### src/design/rlkd_pkg.sv
// ----------------------------------------------------------------------------
// rlkd_pkg
// Shared constants, types and the ladder threshold table for the resistor
// ladder key debouncer.
// ----------------------------------------------------------------------------
package rlkd_pkg;

    // Sizes of the button set and of the payload fields.
    localparam int NUM_BUTTONS   = 10;
    localparam int LADDER_A_KEYS = 2;
    localparam int LADDER_B_KEYS = 8;
    localparam int SAMPLE_W      = 12;
    localparam int IDX_W         = 4;
    localparam int HOLD_W        = 8;
    localparam int SLOT_W        = 3;

    localparam logic [HOLD_W-1:0] HOLD_MAX = 8'd255;
    localparam logic [IDX_W-1:0]  LAST_IDX = 4'(NUM_BUTTONS - 1);
    localparam logic [IDX_W-1:0]  A_KEYS_IDX = 4'(LADDER_A_KEYS);

    // Sequencer states.
    typedef enum logic
    {
        ST_IDLE,
        ST_RUN
    } seq_state_t;

    // Update request from the sequencer to the button bank.
    typedef struct packed
    {
        logic             en;
        logic [IDX_W-1:0] idx;
        logic             raw_bit;
        logic             clear;
    } btn_upd_t;

    // Updated status of the button that is being processed.
    typedef struct packed
    {
        logic              is_pressed;
        logic              press_seen;
        logic              release_seen;
        logic [HOLD_W-1:0] hold_scans;
    } btn_status_t;

    // Ascending ladder thresholds, shared by both ladders.
    function automatic logic [SAMPLE_W-1:0] ladder_limit(input logic [SLOT_W-1:0] slot);
        logic [SAMPLE_W-1:0] lim;
        case (slot)
            3'd0:    lim = 12'd46;
            3'd1:    lim = 12'd132;
            3'd2:    lim = 12'd203;
            3'd3:    lim = 12'd264;
            3'd4:    lim = 12'd317;
            3'd5:    lim = 12'd362;
            3'd6:    lim = 12'd401;
            3'd7:    lim = 12'd438;
            default: lim = 12'd438;
        endcase
        return lim;
    endfunction

endpackage

### src/design/rlkd_scan_if.sv
// ----------------------------------------------------------------------------
// rlkd_scan_if
// Scan channel: two ladder samples and the flag clear request per transfer.
// ----------------------------------------------------------------------------
interface rlkd_scan_if;
    import rlkd_pkg::*;

    logic                valid;
    logic                ready;
    logic [SAMPLE_W-1:0] ladder_a_sample;
    logic [SAMPLE_W-1:0] ladder_b_sample;
    logic                clear_edge_flags;

    modport source
    (
        output valid,
        output ladder_a_sample,
        output ladder_b_sample,
        output clear_edge_flags,
        input  ready
    );

    modport sink
    (
        input  valid,
        input  ladder_a_sample,
        input  ladder_b_sample,
        input  clear_edge_flags,
        output ready
    );

endinterface

### src/design/rlkd_result_if.sv
// ----------------------------------------------------------------------------
// rlkd_result_if
// Result channel: the status of one button per transfer.
// ----------------------------------------------------------------------------
interface rlkd_result_if;
    import rlkd_pkg::*;

    logic              valid;
    logic              ready;
    logic [IDX_W-1:0]  button_index;
    logic              is_pressed;
    logic              press_seen;
    logic              release_seen;
    logic [HOLD_W-1:0] hold_scans;
    logic              last_of_scan;

    modport source
    (
        output valid,
        output button_index,
        output is_pressed,
        output press_seen,
        output release_seen,
        output hold_scans,
        output last_of_scan,
        input  ready
    );

    modport sink
    (
        input  valid,
        input  button_index,
        input  is_pressed,
        input  press_seen,
        input  release_seen,
        input  hold_scans,
        input  last_of_scan,
        output ready
    );

endinterface

### src/design/rlkd_ladder_cmp.sv
// ----------------------------------------------------------------------------
// rlkd_ladder_cmp
// Shared threshold comparator. It walks one button per step and reports the
// raw level of that button: the first threshold of its ladder that the
// sample lies below.
// ----------------------------------------------------------------------------
module rlkd_ladder_cmp
(
    input  logic                          clk,
    input  logic                          rst_n,
    input  logic                          start,
    input  logic                          step,
    input  logic [rlkd_pkg::IDX_W-1:0]    idx,
    input  logic [rlkd_pkg::SAMPLE_W-1:0] sample_a,
    input  logic [rlkd_pkg::SAMPLE_W-1:0] sample_b,
    output logic                          raw_bit
);
    import rlkd_pkg::*;

    logic                found_a_reg;
    logic                found_a_next;
    logic                found_b_reg;
    logic                found_b_next;
    logic                on_a;
    logic [IDX_W-1:0]    b_pos;
    logic [SLOT_W-1:0]   slot;
    logic [SAMPLE_W-1:0] sample;
    logic                below;

    // Select the ladder and the threshold slot for this button.
    always_comb
    begin
        on_a   = (idx < A_KEYS_IDX);
        b_pos  = idx - A_KEYS_IDX;
        slot   = on_a ? idx[SLOT_W-1:0] : b_pos[SLOT_W-1:0];
        sample = on_a ? sample_a : sample_b;
        below  = (sample < ladder_limit(slot));
        raw_bit = below && !(on_a ? found_a_reg : found_b_reg);
    end

    // Remember whether a lower threshold of each ladder already matched.
    always_comb
    begin
        found_a_next = found_a_reg;
        found_b_next = found_b_reg;
        if (start)
        begin
            found_a_next = 1'b0;
            found_b_next = 1'b0;
        end
        else if (step)
        begin
            if (on_a)
            begin
                found_a_next = found_a_reg | below;
            end
            else
            begin
                found_b_next = found_b_reg | below;
            end
        end
    end

    always_ff @(posedge clk or negedge rst_n)
    begin
        if (!rst_n)
        begin
            found_a_reg <= 1'b0;
            found_b_reg <= 1'b0;
        end
        else
        begin
            found_a_reg <= found_a_next;
            found_b_reg <= found_b_next;
        end
    end

endmodule

### src/design/rlkd_btn_bank.sv
// ----------------------------------------------------------------------------
// rlkd_btn_bank
// Per-button debounce state: previous raw level, debounced level, sticky
// press and release flags and hold counters, updated one button per step.
// ----------------------------------------------------------------------------
module rlkd_btn_bank
(
    input  logic                  clk,
    input  logic                  rst_n,
    input  rlkd_pkg::btn_upd_t    upd,
    output rlkd_pkg::btn_status_t status
);
    import rlkd_pkg::*;

    logic [NUM_BUTTONS-1:0] raw_prev_reg;
    logic [NUM_BUTTONS-1:0] level_reg;
    logic [NUM_BUTTONS-1:0] press_reg;
    logic [NUM_BUTTONS-1:0] release_reg;
    logic [HOLD_W-1:0]      hold_reg [NUM_BUTTONS];

    logic              level_old;
    logic              level_new;
    logic              changed;
    logic [HOLD_W-1:0] hold_old;
    logic [HOLD_W-1:0] hold_next;
    logic              press_next;
    logic              release_next;

    // Debounce rule and flag and timer update for the selected button.
    always_comb
    begin
        level_old = level_reg[upd.idx];
        hold_old  = hold_reg[upd.idx];
        level_new = (upd.raw_bit == raw_prev_reg[upd.idx]) ? upd.raw_bit : level_old;
        changed   = (level_new != level_old);
        if (changed)
        begin
            hold_next = '0;
        end
        else if (hold_old == HOLD_MAX)
        begin
            hold_next = HOLD_MAX;
        end
        else
        begin
            hold_next = hold_old + 8'd1;
        end
        press_next   = (!upd.clear && press_reg[upd.idx]) || (changed && level_new);
        release_next = (!upd.clear && release_reg[upd.idx]) || (changed && !level_new);

        status.is_pressed   = level_new;
        status.press_seen   = press_next;
        status.release_seen = release_next;
        status.hold_scans   = hold_next;
    end

    // Write the selected button back.
    always_ff @(posedge clk or negedge rst_n)
    begin
        if (!rst_n)
        begin
            raw_prev_reg <= '0;
            level_reg    <= '0;
            press_reg    <= '0;
            release_reg  <= '0;
            for (int i = 0; i < NUM_BUTTONS; i++)
            begin
                hold_reg[i] <= '0;
            end
        end
        else if (upd.en)
        begin
            raw_prev_reg[upd.idx] <= upd.raw_bit;
            level_reg[upd.idx]    <= level_new;
            press_reg[upd.idx]    <= press_next;
            release_reg[upd.idx]  <= release_next;
            hold_reg[upd.idx]     <= hold_next;
        end
    end

endmodule

### src/design/resistor_ladder_key_debouncer_unit.sv
// ----------------------------------------------------------------------------
// resistor_ladder_key_debouncer_unit
// Decodes two resistor ladder samples into ten buttons, debounces them and
// reports one status result per button for every scan.
// ----------------------------------------------------------------------------
// A transfer moves the sequencer to its run state; each button step loads
// the result output register. No scan is taken until the last button is
// done; the shared comparator and bank do one button a cycle while free.
// Reset (rst_n, asynchronous, active low) clears all button state, flags and
// hold timers, and leaves the block idle and ready for a scan.
// ----------------------------------------------------------------------------
module resistor_ladder_key_debouncer_unit
(
    input  logic       clk,
    input  logic       rst_n,
    rlkd_scan_if.sink  scan,
    rlkd_result_if.source result
);
    import rlkd_pkg::*;

    seq_state_t          state_reg;
    seq_state_t          state_next;
    logic [IDX_W-1:0]    idx_reg;
    logic [IDX_W-1:0]    idx_next;
    logic [SAMPLE_W-1:0] a_reg;
    logic [SAMPLE_W-1:0] b_reg;
    logic                clear_reg;
    logic                out_valid_reg;
    logic [IDX_W-1:0]    out_idx_reg;
    btn_status_t         out_status_reg;
    logic                out_last_reg;

    logic        accept;
    logic        out_free;
    logic        step;
    logic        raw_bit;
    btn_upd_t    upd;
    btn_status_t status;

    // Shared comparator and button state bank.
    rlkd_ladder_cmp u_cmp
    (
        .clk      (clk),
        .rst_n    (rst_n),
        .start    (accept),
        .step     (step),
        .idx      (idx_reg),
        .sample_a (a_reg),
        .sample_b (b_reg),
        .raw_bit  (raw_bit)
    );

    rlkd_btn_bank u_bank
    (
        .clk    (clk),
        .rst_n  (rst_n),
        .upd    (upd),
        .status (status)
    );

    // Sequencer: take a scan when idle, then walk the ten buttons.
    always_comb
    begin
        out_free   = !out_valid_reg || result.ready;
        scan.ready = (state_reg == ST_IDLE);
        accept     = scan.valid && scan.ready;
        step       = (state_reg == ST_RUN) && out_free;

        upd.en      = step;
        upd.idx     = idx_reg;
        upd.raw_bit = raw_bit;
        upd.clear   = clear_reg;

        state_next = state_reg;
        idx_next   = idx_reg;
        case (state_reg)
            ST_IDLE:
            begin
                if (accept)
                begin
                    state_next = ST_RUN;
                    idx_next   = '0;
                end
            end
            ST_RUN:
            begin
                if (step)
                begin
                    if (idx_reg == LAST_IDX)
                    begin
                        state_next = ST_IDLE;
                    end
                    else
                    begin
                        idx_next = idx_reg + 4'd1;
                    end
                end
            end
            default:
            begin
                state_next = ST_IDLE;
            end
        endcase
    end

    always_ff @(posedge clk or negedge rst_n)
    begin
        if (!rst_n)
        begin
            state_reg <= ST_IDLE;
            idx_reg   <= '0;
        end
        else
        begin
            state_reg <= state_next;
            idx_reg   <= idx_next;
        end
    end

    // Capture the scan payload.
    always_ff @(posedge clk)
    begin
        if (accept)
        begin
            a_reg     <= scan.ladder_a_sample;
            b_reg     <= scan.ladder_b_sample;
            clear_reg <= scan.clear_edge_flags;
        end
    end

    // Result output register.
    always_ff @(posedge clk or negedge rst_n)
    begin
        if (!rst_n)
        begin
            out_valid_reg <= 1'b0;
        end
        else if (step)
        begin
            out_valid_reg <= 1'b1;
        end
        else if (result.ready)
        begin
            out_valid_reg <= 1'b0;
        end
    end

    always_ff @(posedge clk)
    begin
        if (step)
        begin
            out_idx_reg    <= idx_reg;
            out_status_reg <= status;
            out_last_reg   <= (idx_reg == LAST_IDX);
        end
    end

    assign result.valid        = out_valid_reg;
    assign result.button_index = out_idx_reg;
    assign result.is_pressed   = out_status_reg.is_pressed;
    assign result.press_seen   = out_status_reg.press_seen;
    assign result.release_seen = out_status_reg.release_seen;
    assign result.hold_scans   = out_status_reg.hold_scans;
    assign result.last_of_scan = out_last_reg;

    // A new scan always starts at the first button and blocks further scans.
    a_scan_start: assert property (@(posedge clk) disable iff (!rst_n)
        accept |=> (idx_reg == '0) && !scan.ready)
        else $error("scan did not start at button zero");

    // Finishing the last button returns the block to ready.
    a_scan_end: assert property (@(posedge clk) disable iff (!rst_n)
        (step && (idx_reg == LAST_IDX)) |=> scan.ready)
        else $error("block not ready after last button");

    // The sequencer never addresses a button beyond the last one.
    a_idx_range: assert property (@(posedge clk) disable iff (!rst_n)
        step |-> (idx_reg <= LAST_IDX))
        else $error("button index out of range");

    // The end-of-scan mark goes with the last button only.
    a_last_mark: assert property (@(posedge clk) disable iff (!rst_n)
        result.valid |-> (result.last_of_scan == (result.button_index == LAST_IDX)))
        else $error("end-of-scan mark on wrong button");

endmodule
### src/flat_wrapper.sv
// flat-port wrapper written by rule: the top's interface ports become plain ports
module resistor_ladder_key_debouncer_unit_flat import rlkd_pkg::*;
  (clk, rst_n, scan_valid, scan_ladder_a_sample, scan_ladder_b_sample, scan_clear_edge_flags, scan_ready, result_valid, result_button_index, result_is_pressed, result_press_seen, result_release_seen, result_hold_scans, result_last_of_scan, result_ready);
  rlkd_scan_if scan_i ();
  rlkd_result_if result_i ();
  input  logic clk;
  input  logic rst_n;
  input wire logic [$bits(scan_i.valid)-1:0] scan_valid;
  input wire logic [$bits(scan_i.ladder_a_sample)-1:0] scan_ladder_a_sample;
  input wire logic [$bits(scan_i.ladder_b_sample)-1:0] scan_ladder_b_sample;
  input wire logic [$bits(scan_i.clear_edge_flags)-1:0] scan_clear_edge_flags;
  output wire logic [$bits(scan_i.ready)-1:0] scan_ready;
  output wire logic [$bits(result_i.valid)-1:0] result_valid;
  output wire logic [$bits(result_i.button_index)-1:0] result_button_index;
  output wire logic [$bits(result_i.is_pressed)-1:0] result_is_pressed;
  output wire logic [$bits(result_i.press_seen)-1:0] result_press_seen;
  output wire logic [$bits(result_i.release_seen)-1:0] result_release_seen;
  output wire logic [$bits(result_i.hold_scans)-1:0] result_hold_scans;
  output wire logic [$bits(result_i.last_of_scan)-1:0] result_last_of_scan;
  input wire logic [$bits(result_i.ready)-1:0] result_ready;
  assign scan_i.valid = scan_valid;
  assign scan_i.ladder_a_sample = scan_ladder_a_sample;
  assign scan_i.ladder_b_sample = scan_ladder_b_sample;
  assign scan_i.clear_edge_flags = scan_clear_edge_flags;
  assign scan_ready = scan_i.ready;
  assign result_valid = result_i.valid;
  assign result_button_index = result_i.button_index;
  assign result_is_pressed = result_i.is_pressed;
  assign result_press_seen = result_i.press_seen;
  assign result_release_seen = result_i.release_seen;
  assign result_hold_scans = result_i.hold_scans;
  assign result_last_of_scan = result_i.last_of_scan;
  assign result_i.ready = result_ready;
  resistor_ladder_key_debouncer_unit u_core (.clk(clk), .rst_n(rst_n), .scan(scan_i), .result(result_i));
endmodule
### config.mk
export PLATFORM = sky130hd
export DESIGN_NAME = resistor_ladder_key_debouncer_unit_flat
export DESIGN_NICKNAME = d
export VERILOG_FILES = /design/src/design/rlkd_pkg.sv /design/src/design/rlkd_scan_if.sv /design/src/design/rlkd_result_if.sv /design/src/design/rlkd_ladder_cmp.sv /design/src/design/rlkd_btn_bank.sv /design/src/design/resistor_ladder_key_debouncer_unit.sv /design/src/flat_wrapper.sv
export SDC_FILE = /design/constraint.sdc
export NUM_CORES = 1
export LEC_CHECK = 0
export BUFFER_PORTS_ARGS = -buffer_cell sky130_fd_sc_hd__buf_2
export CAP_MARGIN = 20
export CORE_MARGIN = 4
export CORE_UTILIZATION = 60
export CTS_CLUSTER_SIZE = 14
export DETAILED_ROUTE_END_ITERATION = 16
export HOLD_SLACK_MARGIN = 0.03
export PLACE_DENSITY = 0.78
export SYNTH_ARGS = -nofsm -noshare
export SYNTH_HDL_FRONTEND = slang
export SYNTH_HIERARCHICAL = 1
export SYNTH_SLANG_ARGS = --single-unit
### constraint.sdc
create_clock -name clk -period 6.2 [get_ports clk]
set_input_delay 1.24 -clock clk [delete_from_list [all_inputs] [get_ports clk]]
set_output_delay 1.24 -clock clk [all_outputs]
set_load 0.1 [all_outputs]
==> results.sh, run 1 <==
export IMPL_routed_wl_um=18600
export IMPL_post_cts_buffers=0
export IMPL_async_reset_ff_share_pct=75.7
export IMPL_status="finished clean"
export IMPL_finClkSkew_ns=0.00861
export IMPL_slew_violations=0
export IMPL_synth_area_um2=8110
export IMPL_cap_viol_max_count=0
export IMPL_setup_violations=0
export IMPL_antenna_found_initial=0
export IMPL_reg2regPathDepth=18
export IMPL_grtUsageTotal_pct=24.6
export IMPL_floorplan_initialDensity_pct=61.2
export IMPL_cts_sinks=169
export IMPL_synth_seq_area_share_pct=54.7
export IMPL_die_w_um=124
export IMPL_min_period_over_period_pct=90.9
export IMPL_ys_types=64
export IMPL_area_growth_pct=10.7
export IMPL_p_total_mw=4.31
export IMPL_drc=0
export IMPL_slew_headroom_pct=31.4
export IMPL_h_tree_depth=4
export IMPL_cts_resized=0
export IMPL_yosys_area_top_type="dfrtp_1"
export IMPL_hp_class="flop to flop"
export IMPL_clkTransAtPathRegs_ns=0.07
export IMPL_ys_top_cells_by_count="nand2_1 (150), dfrtp_1 (128), mux2_2 (68)"
export IMPL_clock_tree_buffer_depth=2
export IMPL_syn_nets=738
export IMPL_ctsHoldBuffers=0
export IMPL_p_leak_nw=4.09
export IMPL_cts_tree="built"
export IMPL_synth_most_common_cell="nand2_1"
export IMPL_synth_warnings=6
export IMPL_die_y_um=124
export IMPL_port_buffer_count=46
export IMPL_worstSetupStartpointType="flop"
export IMPL_drive_above_1_share_pct=25.9
export IMPL_final_hold_viol_count=0
export IMPL_holdPathStages=2
export IMPL_largest_reg_flops=80
export IMPL_wire_per_inst_um=20.5
export IMPL_cts_root_buf="clkbuf_16"
export IMPL_grt_overflow=0
export IMPL_dr_pass1_iters=6
export IMPL_fin_tns_setup_ns=0
export IMPL_synth_seq_cells=169
export IMPL_vias_per_cell=6.19
export IMPL_drtIter0Drc=804
export IMPL_fillers=929
export IMPL_p_per_area_nw_per_um2=480
export IMPL_grt_setup_unrepaired="no"
export IMPL_syn_inst=691
export IMPL_cp_end_kind="flop"
export IMPL_peakVddDrop_uv=295
export IMPL_tightest_slew_ns=1.03
export IMPL_dpl_hpwl_um=11900
export IMPL_grt_pass1_wl_um=30000
export IMPL_cp_max_fo=21
export IMPL_synth_area_per_cell_um2=11.7
export IMPL_synthFlopType="dfrtp_1"
export IMPL_clk_latency_ns=0.42
export IMPL_die_area_um2=15400
export IMPL_fin_crit_ns=5.64
export IMPL_grt_max_degree=79
export IMPL_critPathArrivalTime_ns=6.00
export IMPL_grt_pass1_vias=5727
export IMPL_synth_area_top_cells="dfrtp_1 (40%), edfxtp_1 (15%), mux2_2 (9.4%)"
export IMPL_fin_util_pct=67.8
export IMPL_yosysTopAreaCellShare_pct=39.5
export IMPL_antennaDiodeCount=0
export IMPL_fmax_ghz=0.177
export IMPL_r2r_slack_ns=0.56
export IMPL_cts_buffers=17
export IMPL_core_area_um2=13200
export IMPL_std_cell_rows=42
export IMPL_critPathRequiredTime_ns=6.56
export IMPL_synth_edf_count=41
export IMPL_worstSetupPathType="flop to flop"
export IMPL_postRouteAntennaNets=0
export IMPL_via_count=5611
export IMPL_place_congestion=0.925
export IMPL_layout_nets=765
export IMPL_ios=47
[metrics by stage]
stage / cells / instance area [µm²] / hold WS [ns] / setup slack, ns
floorplan: 691 / 8110 / 0.440 / 1.93
global placement: 874 / 8360 / 0.455 / 1.02
global route: 907 / 8970 / 0.507 / 0.214
finish: 907 / 8970 / 0.475 / 0.562
detailed placement: 874 / 8360 / 0.467 / 0.715
CTS: 906 / 8950 / 0.482 / 0.676
[logic make-up after synthesis]
family	count (synthesis)	synth area share (%)
adders and majority gates	19	2.92
DFF	169	54.7
and+or+nand+nor	212	12.1
xor gates and xnor gates	2	0.216
AOI/OAI and AO/OA	119	9.57
muxes	103	16.3
buffers and inverters	67	4.21
[worst max-delay path, stage by stage (launching register included)]
cell and delay (ns):
dfrtp_1 0.80, nor3_4 0.10, buf_4 0.23, nor2_1 0.28
inv_1 0.12, ha_1 0.20, inv_1 0.08, a21oi_1 0.07
o21bai_1 0.20, ha_1 0.31, a21o_1 0.21, a2111oi_2 0.31
o21ai_1 0.17, nor2_1 0.64, maj3_2 0.36, ha_1 0.44
o21ai_0 0.16, a31oi_1 0.61, mux2_2 0.29
[path summary, 6_finish.rpt]
check,start,endpoint
setup reg to reg,u_core/idx_reg[2]$_DFFE_PN0P_,u_core/u_bank/hold_reg[74]$_DFFE_PN0P_
hold reg to reg,u_core/u_bank/raw_prev_reg[7]$_DFFE_PN0P_,u_core/u_bank/raw_prev_reg[7]$_DFFE_PN0P_
hold / removal,u_core/u_bank/raw_prev_reg[7]$_DFFE_PN0P_,u_core/u_bank/raw_prev_reg[7]$_DFFE_PN0P_
setup / recovery,u_core/idx_reg[2]$_DFFE_PN0P_,u_core/u_bank/hold_reg[74]$_DFFE_PN0P_
max in group asynchronous,rst_n,u_core/u_bank/hold_reg[78]$_DFFE_PN0P_
min in group asynchronous,rst_n,u_core/idx_reg[1]$_DFFE_PN0P_
[layout make-up]
type                       instances  area, µm²  area share, %
clock inverter                     8       55.1          0.613
tap                              176        220           2.45
sequential                       169       4440           49.4
timing repair buffer              55        320           3.57
clock buffer                      24        534           5.95
multi-input combinational        455       3330           37.1
inverter                          20       75.1          0.837
[metal layers]
layer  up-vias  global-route usage, %  wire (µm)
li1       2519                      -          -
met1      2793                   32.5       7520
met2       253                   40.2       9280
met3        46                   6.05       1270
met4         0                   8.38        498
met5         -                      0          0
[placed cells by master, fill, tap and decap left out, types with 8 or more instances in the layout]
master     instances
a222oi_1           8
buf_2             45
buf_4              9
clkbuf_16         19
dfrtp_1          127
edfxtp_1          41
ha_1              18
inv_1             15
mux2_2            68
mux2i_1           15
mux4_2            16
nand2_1          150
nand3_1            8
nor2_1            12
o21ai_0           29
o21ai_1           40
[power breakdown]
group | switching (mW) | internal [mW] | leakage (nW)
Sequential | 0.127 | 1.39 | 2.12
Combinational | 1.20 | 0.563 | 1.68
Clock | 0.422 | 0.605 | 0.294
(Power assumes the default switching activity.)
==> inputs of run 2 (changes only) <==
--- a/config.mk
+++ b/config.mk
@@ -8,11 +8,11 @@
 export BUFFER_PORTS_ARGS = -buffer_cell sky130_fd_sc_hd__buf_2
 export CAP_MARGIN = 20
 export CORE_MARGIN = 4
-export CORE_UTILIZATION = 60
+export CORE_UTILIZATION = 55
 export CTS_CLUSTER_SIZE = 14
 export DETAILED_ROUTE_END_ITERATION = 16
 export HOLD_SLACK_MARGIN = 0.03
-export PLACE_DENSITY = 0.78
+export PLACE_DENSITY = 0.72
 export SYNTH_ARGS = -nofsm -noshare
 export SYNTH_HDL_FRONTEND = slang
 export SYNTH_HIERARCHICAL = 1
==> run 2 against run 1 <==
Critical path depth up 1. Worst hold slack better by 0.0028 ns. Count of clock-buffer cells in the layout down 1. Routed wire length up 0.85%. Non-clock buffer count down 1. Total power up 0.26%. Setup slack better by 0.46 ns. Sequential power about the same. Sequential share of layout area up 0.062 points. Via count down 0.34%.
==> results.sh, run 2 (synthesis results as in run 1) <==
export IMPL_grt_pass1_vias=5833
export IMPL_cts_resized=0
export IMPL_h_tree_depth=4
export IMPL_grt_setup_unrepaired="no"
export IMPL_grtUsageTotal_pct=23.6
export IMPL_r2r_start="u_core/idx_reg[2]$_DFFE_PN0P_"
export IMPL_pwr_share_clk_pct=24.5
export IMPL_cp_max_fo=21
export IMPL_cts_tree="built"
export IMPL_vias_per_cell=6.12
export IMPL_grt_pass1_wl_um=30200
export IMPL_multi_input_area_um2=3330
export IMPL_drc=0
export IMPL_grt_overflow=0
export IMPL_intPower_mw=2.57
export IMPL_ff_latch_area_um2=4440
export IMPL_die_area_um2=16800
export IMPL_via_count=5592
export IMPL_dr_pass1_iters=7
export IMPL_slew_headroom_pct=31.2
export IMPL_antenna_found_initial=0
export IMPL_final_hold_viol_count=0
export IMPL_die_w_um=129
export IMPL_hp_class="flop to flop"
export IMPL_fin_crit_ns=5.18
export IMPL_critPathRequiredTime_ns=6.56
export IMPL_clock_tree_buffer_depth=2
export IMPL_die_y_um=129
export IMPL_clk_latency_ns=0.43
export IMPL_clkTransAtPathRegs_ns=0.06
export IMPL_tightest_slew_ns=1.00
export IMPL_dpl_hpwl_um=12600
export IMPL_floorplan_initialDensity_pct=56.0
export IMPL_ctsHoldBuffers=0
export IMPL_p_sw_share_pct=40.4
export IMPL_place_congestion=0.958
export IMPL_final_common_cell="nand2_1"
export IMPL_fmax_ghz=0.193
export IMPL_worstSetupPathType="flop to flop"
export IMPL_fin_tns_setup_ns=0
export IMPL_holdPathStages=2
export IMPL_reg2regPathDepth=19
export IMPL_setup_violations=0
export IMPL_p_per_area_nw_per_um2=482
export IMPL_cp_end_kind="flop"
export IMPL_fillers=1118
export IMPL_cts_sinks=169
export IMPL_largest_reg_flops=80
export IMPL_layout_nets=764
export IMPL_postRouteAntennaNets=0
export IMPL_fin_area_um2=8960
export IMPL_cts_root_buf="clkbuf_16"
export IMPL_port_buffer_count=46
export IMPL_p_switching_mw=1.75
export IMPL_peakVddDrop_uv=277
export IMPL_combPwrFrac_pct=40.1
export IMPL_drive_above_1_share_pct=25.8
export IMPL_finClkSkew_ns=0.00791
export IMPL_area_growth_pct=10.5
export IMPL_wire_per_inst_um=20.5
export IMPL_final_cell_mix="nand2_1 (150), dfrtp_1 (127), mux2_2 (68), buf_2 (45), edfxtp_1 (41)"
export IMPL_std_cell_rows=44
export IMPL_r2r_end="u_core/u_bank/hold_reg[77]$_DFFE_PN0P_"
export IMPL_drtIter0Drc=479
export IMPL_ios=47
export IMPL_slew_violations=0
export IMPL_post_cts_buffers=0
export IMPL_p_total_mw=4.32
export IMPL_p_leak_nw=4.08
export IMPL_routed_wl_um=18700
export IMPL_hold_ws_ns=0.477
export IMPL_status="finished clean"
export IMPL_postPlaceCellArea_um2=8370
export IMPL_r2r_slack_ns=1.02
export IMPL_hold_path_startpoint="u_core/u_bank/raw_prev_reg[1]$_DFFE_PN0P_"
export IMPL_core_area_um2=14500
export IMPL_p_seq_share_pct=35.4
export IMPL_worstSetupStartpointType="flop"
export IMPL_cts_buffers=17
export IMPL_cap_viol_max_count=0
export IMPL_antennaDiodeCount=0
export IMPL_critPathArrivalTime_ns=5.54
export IMPL_min_to="u_core/u_bank/raw_prev_reg[1]$_DFFE_PN0P_"
export IMPL_grt_max_degree=68
export IMPL_min_period_over_period_pct=83.5
==> run 2: per-layer routing <==
| layer | track usage [%] | share of wire, % | vias up |
|---|---|---|---|
| met3 | 5.15 | 7.4 | 53 |
| met5 | 0 | 0 | - |
| li1 | - | - | 2518 |
| met1 | 30.5 | 41 | 2797 |
| met4 | 10.9 | 3.2 | 0 |
| met2 | 38.5 | 49 | 224 |
==> run 2: worst max-delay path, stage by stage, from the launching register on <==
cell	delay, ns
dfrtp_1	0.81
nor3_4	0.08
buf_4	0.23
nor2_1	0.25
inv_1	0.11
ha_1	0.19
inv_1	0.09
a21oi_1	0.08
o21bai_1	0.20
ha_1	0.31
a21o_1	0.15
o2111ai_1	0.12
o21ai_1	0.24
nor2_1	0.07
buf_4	0.18
maj3_2	0.34
ha_1	0.57
inv_1	0.22
a211oi_2	0.59
mux2_2	0.28
==> run 2: layout make-up <==
class                   instances  share of cell area (%)
repair buffers                 54                    3.27
flip-flops and latches        169                    49.5
multi-input cells             455                    37.2
inverters                      20                   0.838
clock inverters                 9                   0.963
well taps                     184                    2.57
clock buffers                  23                    5.68
==> run 2: stage by stage <==
stage / cells / setup slack [ns] / utilization [%]
final: 914 / 1.02 / 61.9
after global routing: 914 / 0.704 / 61.9
after CTS: 914 / 1.09 / 61.9
after detailed placement: 882 / 1.11 / 57.8
after global placement: 882 / 1.42 / 57.8
after floorplan: 691 / 1.93 / -
==> run 2: worst max path at each step <==
| stage | from | endpoint | slack [ns] |
|---|---|---|---|
| floorplan | u_core/idx_reg[2]$_DFFE_PN0P_ | u_core/result.release_seen$_DFFE_PP_ | 1.93 |
| global placement | u_core/idx_reg[2]$_DFFE_PN0P_ | u_core/u_bank/hold_reg[50]$_DFFE_PN0P_ | 1.42 |
| CTS | u_core/idx_reg[3]$_DFFE_PN0P_ | u_core/u_bank/hold_reg[53]$_DFFE_PN0P_ | 1.09 |
| global route | u_core/idx_reg[2]$_DFFE_PN0P_ | u_core/u_bank/hold_reg[66]$_DFFE_PN0P_ | 0.70 |
| finish | u_core/idx_reg[2]$_DFFE_PN0P_ | u_core/u_bank/hold_reg[77]$_DFFE_PN0P_ | 1.02 |
| detailed placement | u_core/idx_reg[3]$_DFFE_PN0P_ | u_core/u_bank/hold_reg[53]$_DFFE_PN0P_ | 1.11 |
==> run 2: power groups by stage <==
stage	clock network, mW	logic [mW]	registers [mW]
4_1_cts	1.07	1.73	1.53
5_1_grt	1.11	1.87	1.55
2_1_floorplan	0	1.09	1.82
3_3_place_gp	0	1.67	1.53
6_report	1.06	1.73	1.53
3_5_place_dp	0	1.72	1.55
==> inputs of run 3 (changes only) <==
--- a/config.mk
+++ b/config.mk
@@ -12,7 +12,7 @@
 export CTS_CLUSTER_SIZE = 14
 export DETAILED_ROUTE_END_ITERATION = 16
 export HOLD_SLACK_MARGIN = 0.03
-export PLACE_DENSITY = 0.72
+export PLACE_DENSITY = 0.75
 export SYNTH_ARGS = -nofsm -noshare
 export SYNTH_HDL_FRONTEND = slang
 export SYNTH_HIERARCHICAL = 1
==> constraint.sdc (replaced) <==
create_clock -name clk -period 4.4 [get_ports clk]
set_input_delay 0.88 -clock clk [delete_from_list [all_inputs] [get_ports clk]]
set_output_delay 0.88 -clock clk [all_outputs]
set_load 0.1 [all_outputs]
==> run 3 against run 2 <==
Via count about the same. Fmax grew 27%. Register-to-register slack worse by 0.69 ns. Final cell count increased by 0.88%. Sequential power increased by 39%. Combinational power is 47% higher. Sequential cell count unchanged. Routed wire length is 0.85% higher. Sequential share of layout area is 0.49 points lower. Die area unchanged. Critical endpoint is now u_core/u_bank/hold_reg[7]$_DFFE_PN0P_. Highest routed layer unchanged.
==> results.sh, run 3 (synthesis results as in run 1) <==
export IMPL_cp_common_cell="ha_1"
export IMPL_fin_crit_ns=4.07
export IMPL_place_inst=890
export IMPL_die_w_um=129
export IMPL_clkTransAtPathRegs_ns=0.06
export IMPL_min_to="u_core/u_bank/hold_reg[16]$_DFFE_PN0P_"
export IMPL_tightest_slew_ns=0.874
export IMPL_dpl_hpwl_um=12800
export IMPL_slew_violations=0
export IMPL_floorplan_initialDensity_pct=56.0
export IMPL_cp_max_fo=13
export IMPL_clock_tree_buffer_depth=2
export IMPL_place_congestion=0.877
export IMPL_final_hold_viol_count=0
export IMPL_fillers=1081
export IMPL_cp_end_kind="flop"
export IMPL_final_cell_mix="nand2_1 (150), dfrtp_1 (126), mux2_2 (68), buf_2 (45), edfxtp_1 (41)"
export IMPL_final_common_cell="nand2_1"
export IMPL_postPlaceCellArea_um2=8440
export IMPL_drtIter0Drc=516
export IMPL_fmax_ghz=0.246
export IMPL_grt_pass1_vias=5713
export IMPL_grt_overflow=0
export IMPL_cts_root_buf="clkbuf_16"
export IMPL_grt_max_degree=71
export IMPL_antennaDiodeCount=0
export IMPL_clk_latency_ns=0.43
export IMPL_routed_wl_um=18900
export IMPL_largest_reg_flops=80
export IMPL_p_leak_nw=4.12
export IMPL_worstSetupPathType="flop to flop"
export IMPL_die_area_um2=16800
export IMPL_min_period_over_period_pct=92.5
export IMPL_p_per_area_nw_per_um2=677
export IMPL_fin_area_um2=9050
export IMPL_critPathRequiredTime_ns=4.67
export IMPL_hp_class="flop to flop"
export IMPL_cap_viol_max_count=0
export IMPL_grt_setup_unrepaired="no"
export IMPL_critPathArrivalTime_ns=4.34
export IMPL_crit_family="compound AO/OA/AOI/OAI gates"
export IMPL_post_cts_buffers=0
export IMPL_wire_per_inst_um=20.5
export IMPL_cts_buffers=17
export IMPL_setup_violations=0
export IMPL_area_growth_pct=11.6
export IMPL_core_area_um2=14500
export IMPL_dr_pass1_iters=5
export IMPL_finClkSkew_ns=0.0105
export IMPL_std_cell_rows=44
export IMPL_r2r_start="u_core/idx_reg[2]$_DFFE_PN0P_"
export IMPL_crit_slowest_cell="dfrtp_2"
export IMPL_drc=0
export IMPL_instances_no_fill=922
export IMPL_worstSetupStartpointType="flop"
export IMPL_hold_path_startpoint="u_core/u_bank/hold_reg[16]$_DFFE_PN0P_"
export IMPL_h_tree_depth=4
export IMPL_slew_headroom_pct=41.6
export IMPL_grt_pass1_wl_um=30200
export IMPL_fin_tns_setup_ns=0
export IMPL_status="finished clean"
export IMPL_port_buffer_count=46
export IMPL_cts_sinks=169
export IMPL_antenna_found_initial=0
export IMPL_r2r_slack_ns=0.33
export IMPL_holdPathStages=2
export IMPL_reg2regPathDepth=17
export IMPL_critical_path_max_stage_delay_ns=0.46
export IMPL_crit_path_cell_trace="nor3_4 -> nor2_1 -> inv_1 -> ha_1 -> inv_1 -> a21oi_1 -> o21bai_1 -> ha_1 -> a21o_1 -> a2111oi_2 -> o21ai_1 -> nor2_1 -> maj3_2 -> ha_1 -> buf_4 -> o211ai_1 -> o21ai_0"
export IMPL_vias_per_cell=6.07
export IMPL_cp_buffers_inverters=3
export IMPL_cts_tree="built"
export IMPL_drive_above_1_share_pct=26.7
export IMPL_layout_nets=772
export IMPL_r2r_end="u_core/u_bank/hold_reg[7]$_DFFE_PN0P_"
export IMPL_die_y_um=129
export IMPL_postRouteAntennaNets=0
export IMPL_grtUsageTotal_pct=23.7
export IMPL_peakVddDrop_uv=437
export IMPL_via_count=5594
export IMPL_ios=47
run 3: changes by cell type in the layout (fill, tap and decap cells not counted), sizes merged:
| cell | delta |
|---|---|
| buf | +8 |
| clkbuf | +4 |
| clkinv | -3 |
| clkinvlp | -1 |
run 3: area by class of cell:
class	count	area (µm²)	area share [%]
sequential	169	4440	49.0
timing repair buffer	62	365	4.04
tap	184	230	2.54
multi-input combinational	455	3360	37.2
clock inverter	5	57.6	0.636
clock buffer	27	524	5.79
inverter	20	75.1	0.829
run 3: worst min-delay path, stage by stage (launching register included):
cell and delay [ns]:
dfrtp_1 0.34, nand2_1 0.04, o21ai_0 0.06
run 3: worst max path at each step:
stage / startpoint / end / slack, ns / cells after the start
4_1_cts: u_core/idx_reg[3]$_DFFE_PN0P_ / u_core/u_bank/hold_reg[61]$_DFFE_PN0P_ / 0.14 / 15
6_report: u_core/idx_reg[2]$_DFFE_PN0P_ / u_core/u_bank/hold_reg[7]$_DFFE_PN0P_ / 0.33 / 17
2_1_floorplan: u_core/idx_reg[2]$_DFFE_PN0P_ / u_core/result.release_seen$_DFFE_PP_ / 0.13 / 20
5_1_grt: u_core/idx_reg[2]$_DFFE_PN0P_ / u_core/u_bank/hold_reg[7]$_DFFE_PN0P_ / 0.01 / 17
3_3_place_gp: u_core/idx_reg[3]$_DFFE_PN0P_ / u_core/u_bank/hold_reg[69]$_DFFE_PN0P_ / 0.43 / 15
3_5_place_dp: u_core/idx_reg[3]$_DFFE_PN0P_ / u_core/u_bank/hold_reg[61]$_DFFE_PN0P_ / 0.17 / 15
run 3: stage by stage:
step | setup WS (ns) | hold slack [ns] | total power, mW | utilization (%)
after floorplan | 0.134 | 0.440 | 4.10 | -
after global placement | 0.432 | 0.453 | 4.55 | 58.3
after detailed placement | 0.169 | 0.464 | 4.66 | 58.3
after CTS | 0.138 | 0.478 | 6.11 | 62.3
after global routing | 0.0117 | 0.489 | 6.47 | 62.5
final | 0.329 | 0.475 | 6.13 | 62.5
run 3: power breakdown:
| part | internal [mW] | switching, mW |
|---|---|---|
| clock | 0.874 | 0.573 |
| combinational | 0.838 | 1.71 |
| sequential | 1.96 | 0.167 |
run 3: repair_timing:
action	CTS	global route
setup endpoints to repair	0	56
hold buffers	0	0
resized for setup	0	7
run 3: per-layer routing:
metal | vias up | global-route usage [%] | routed length (µm)
met1 | 2780 | 30.8 | 7790
met2 | 237 | 38.8 | 9240
met4 | 0 | 10.8 | 602
met5 | - | 0 | 0
li1 | 2528 | - | -
met3 | 49 | 4.78 | 1260
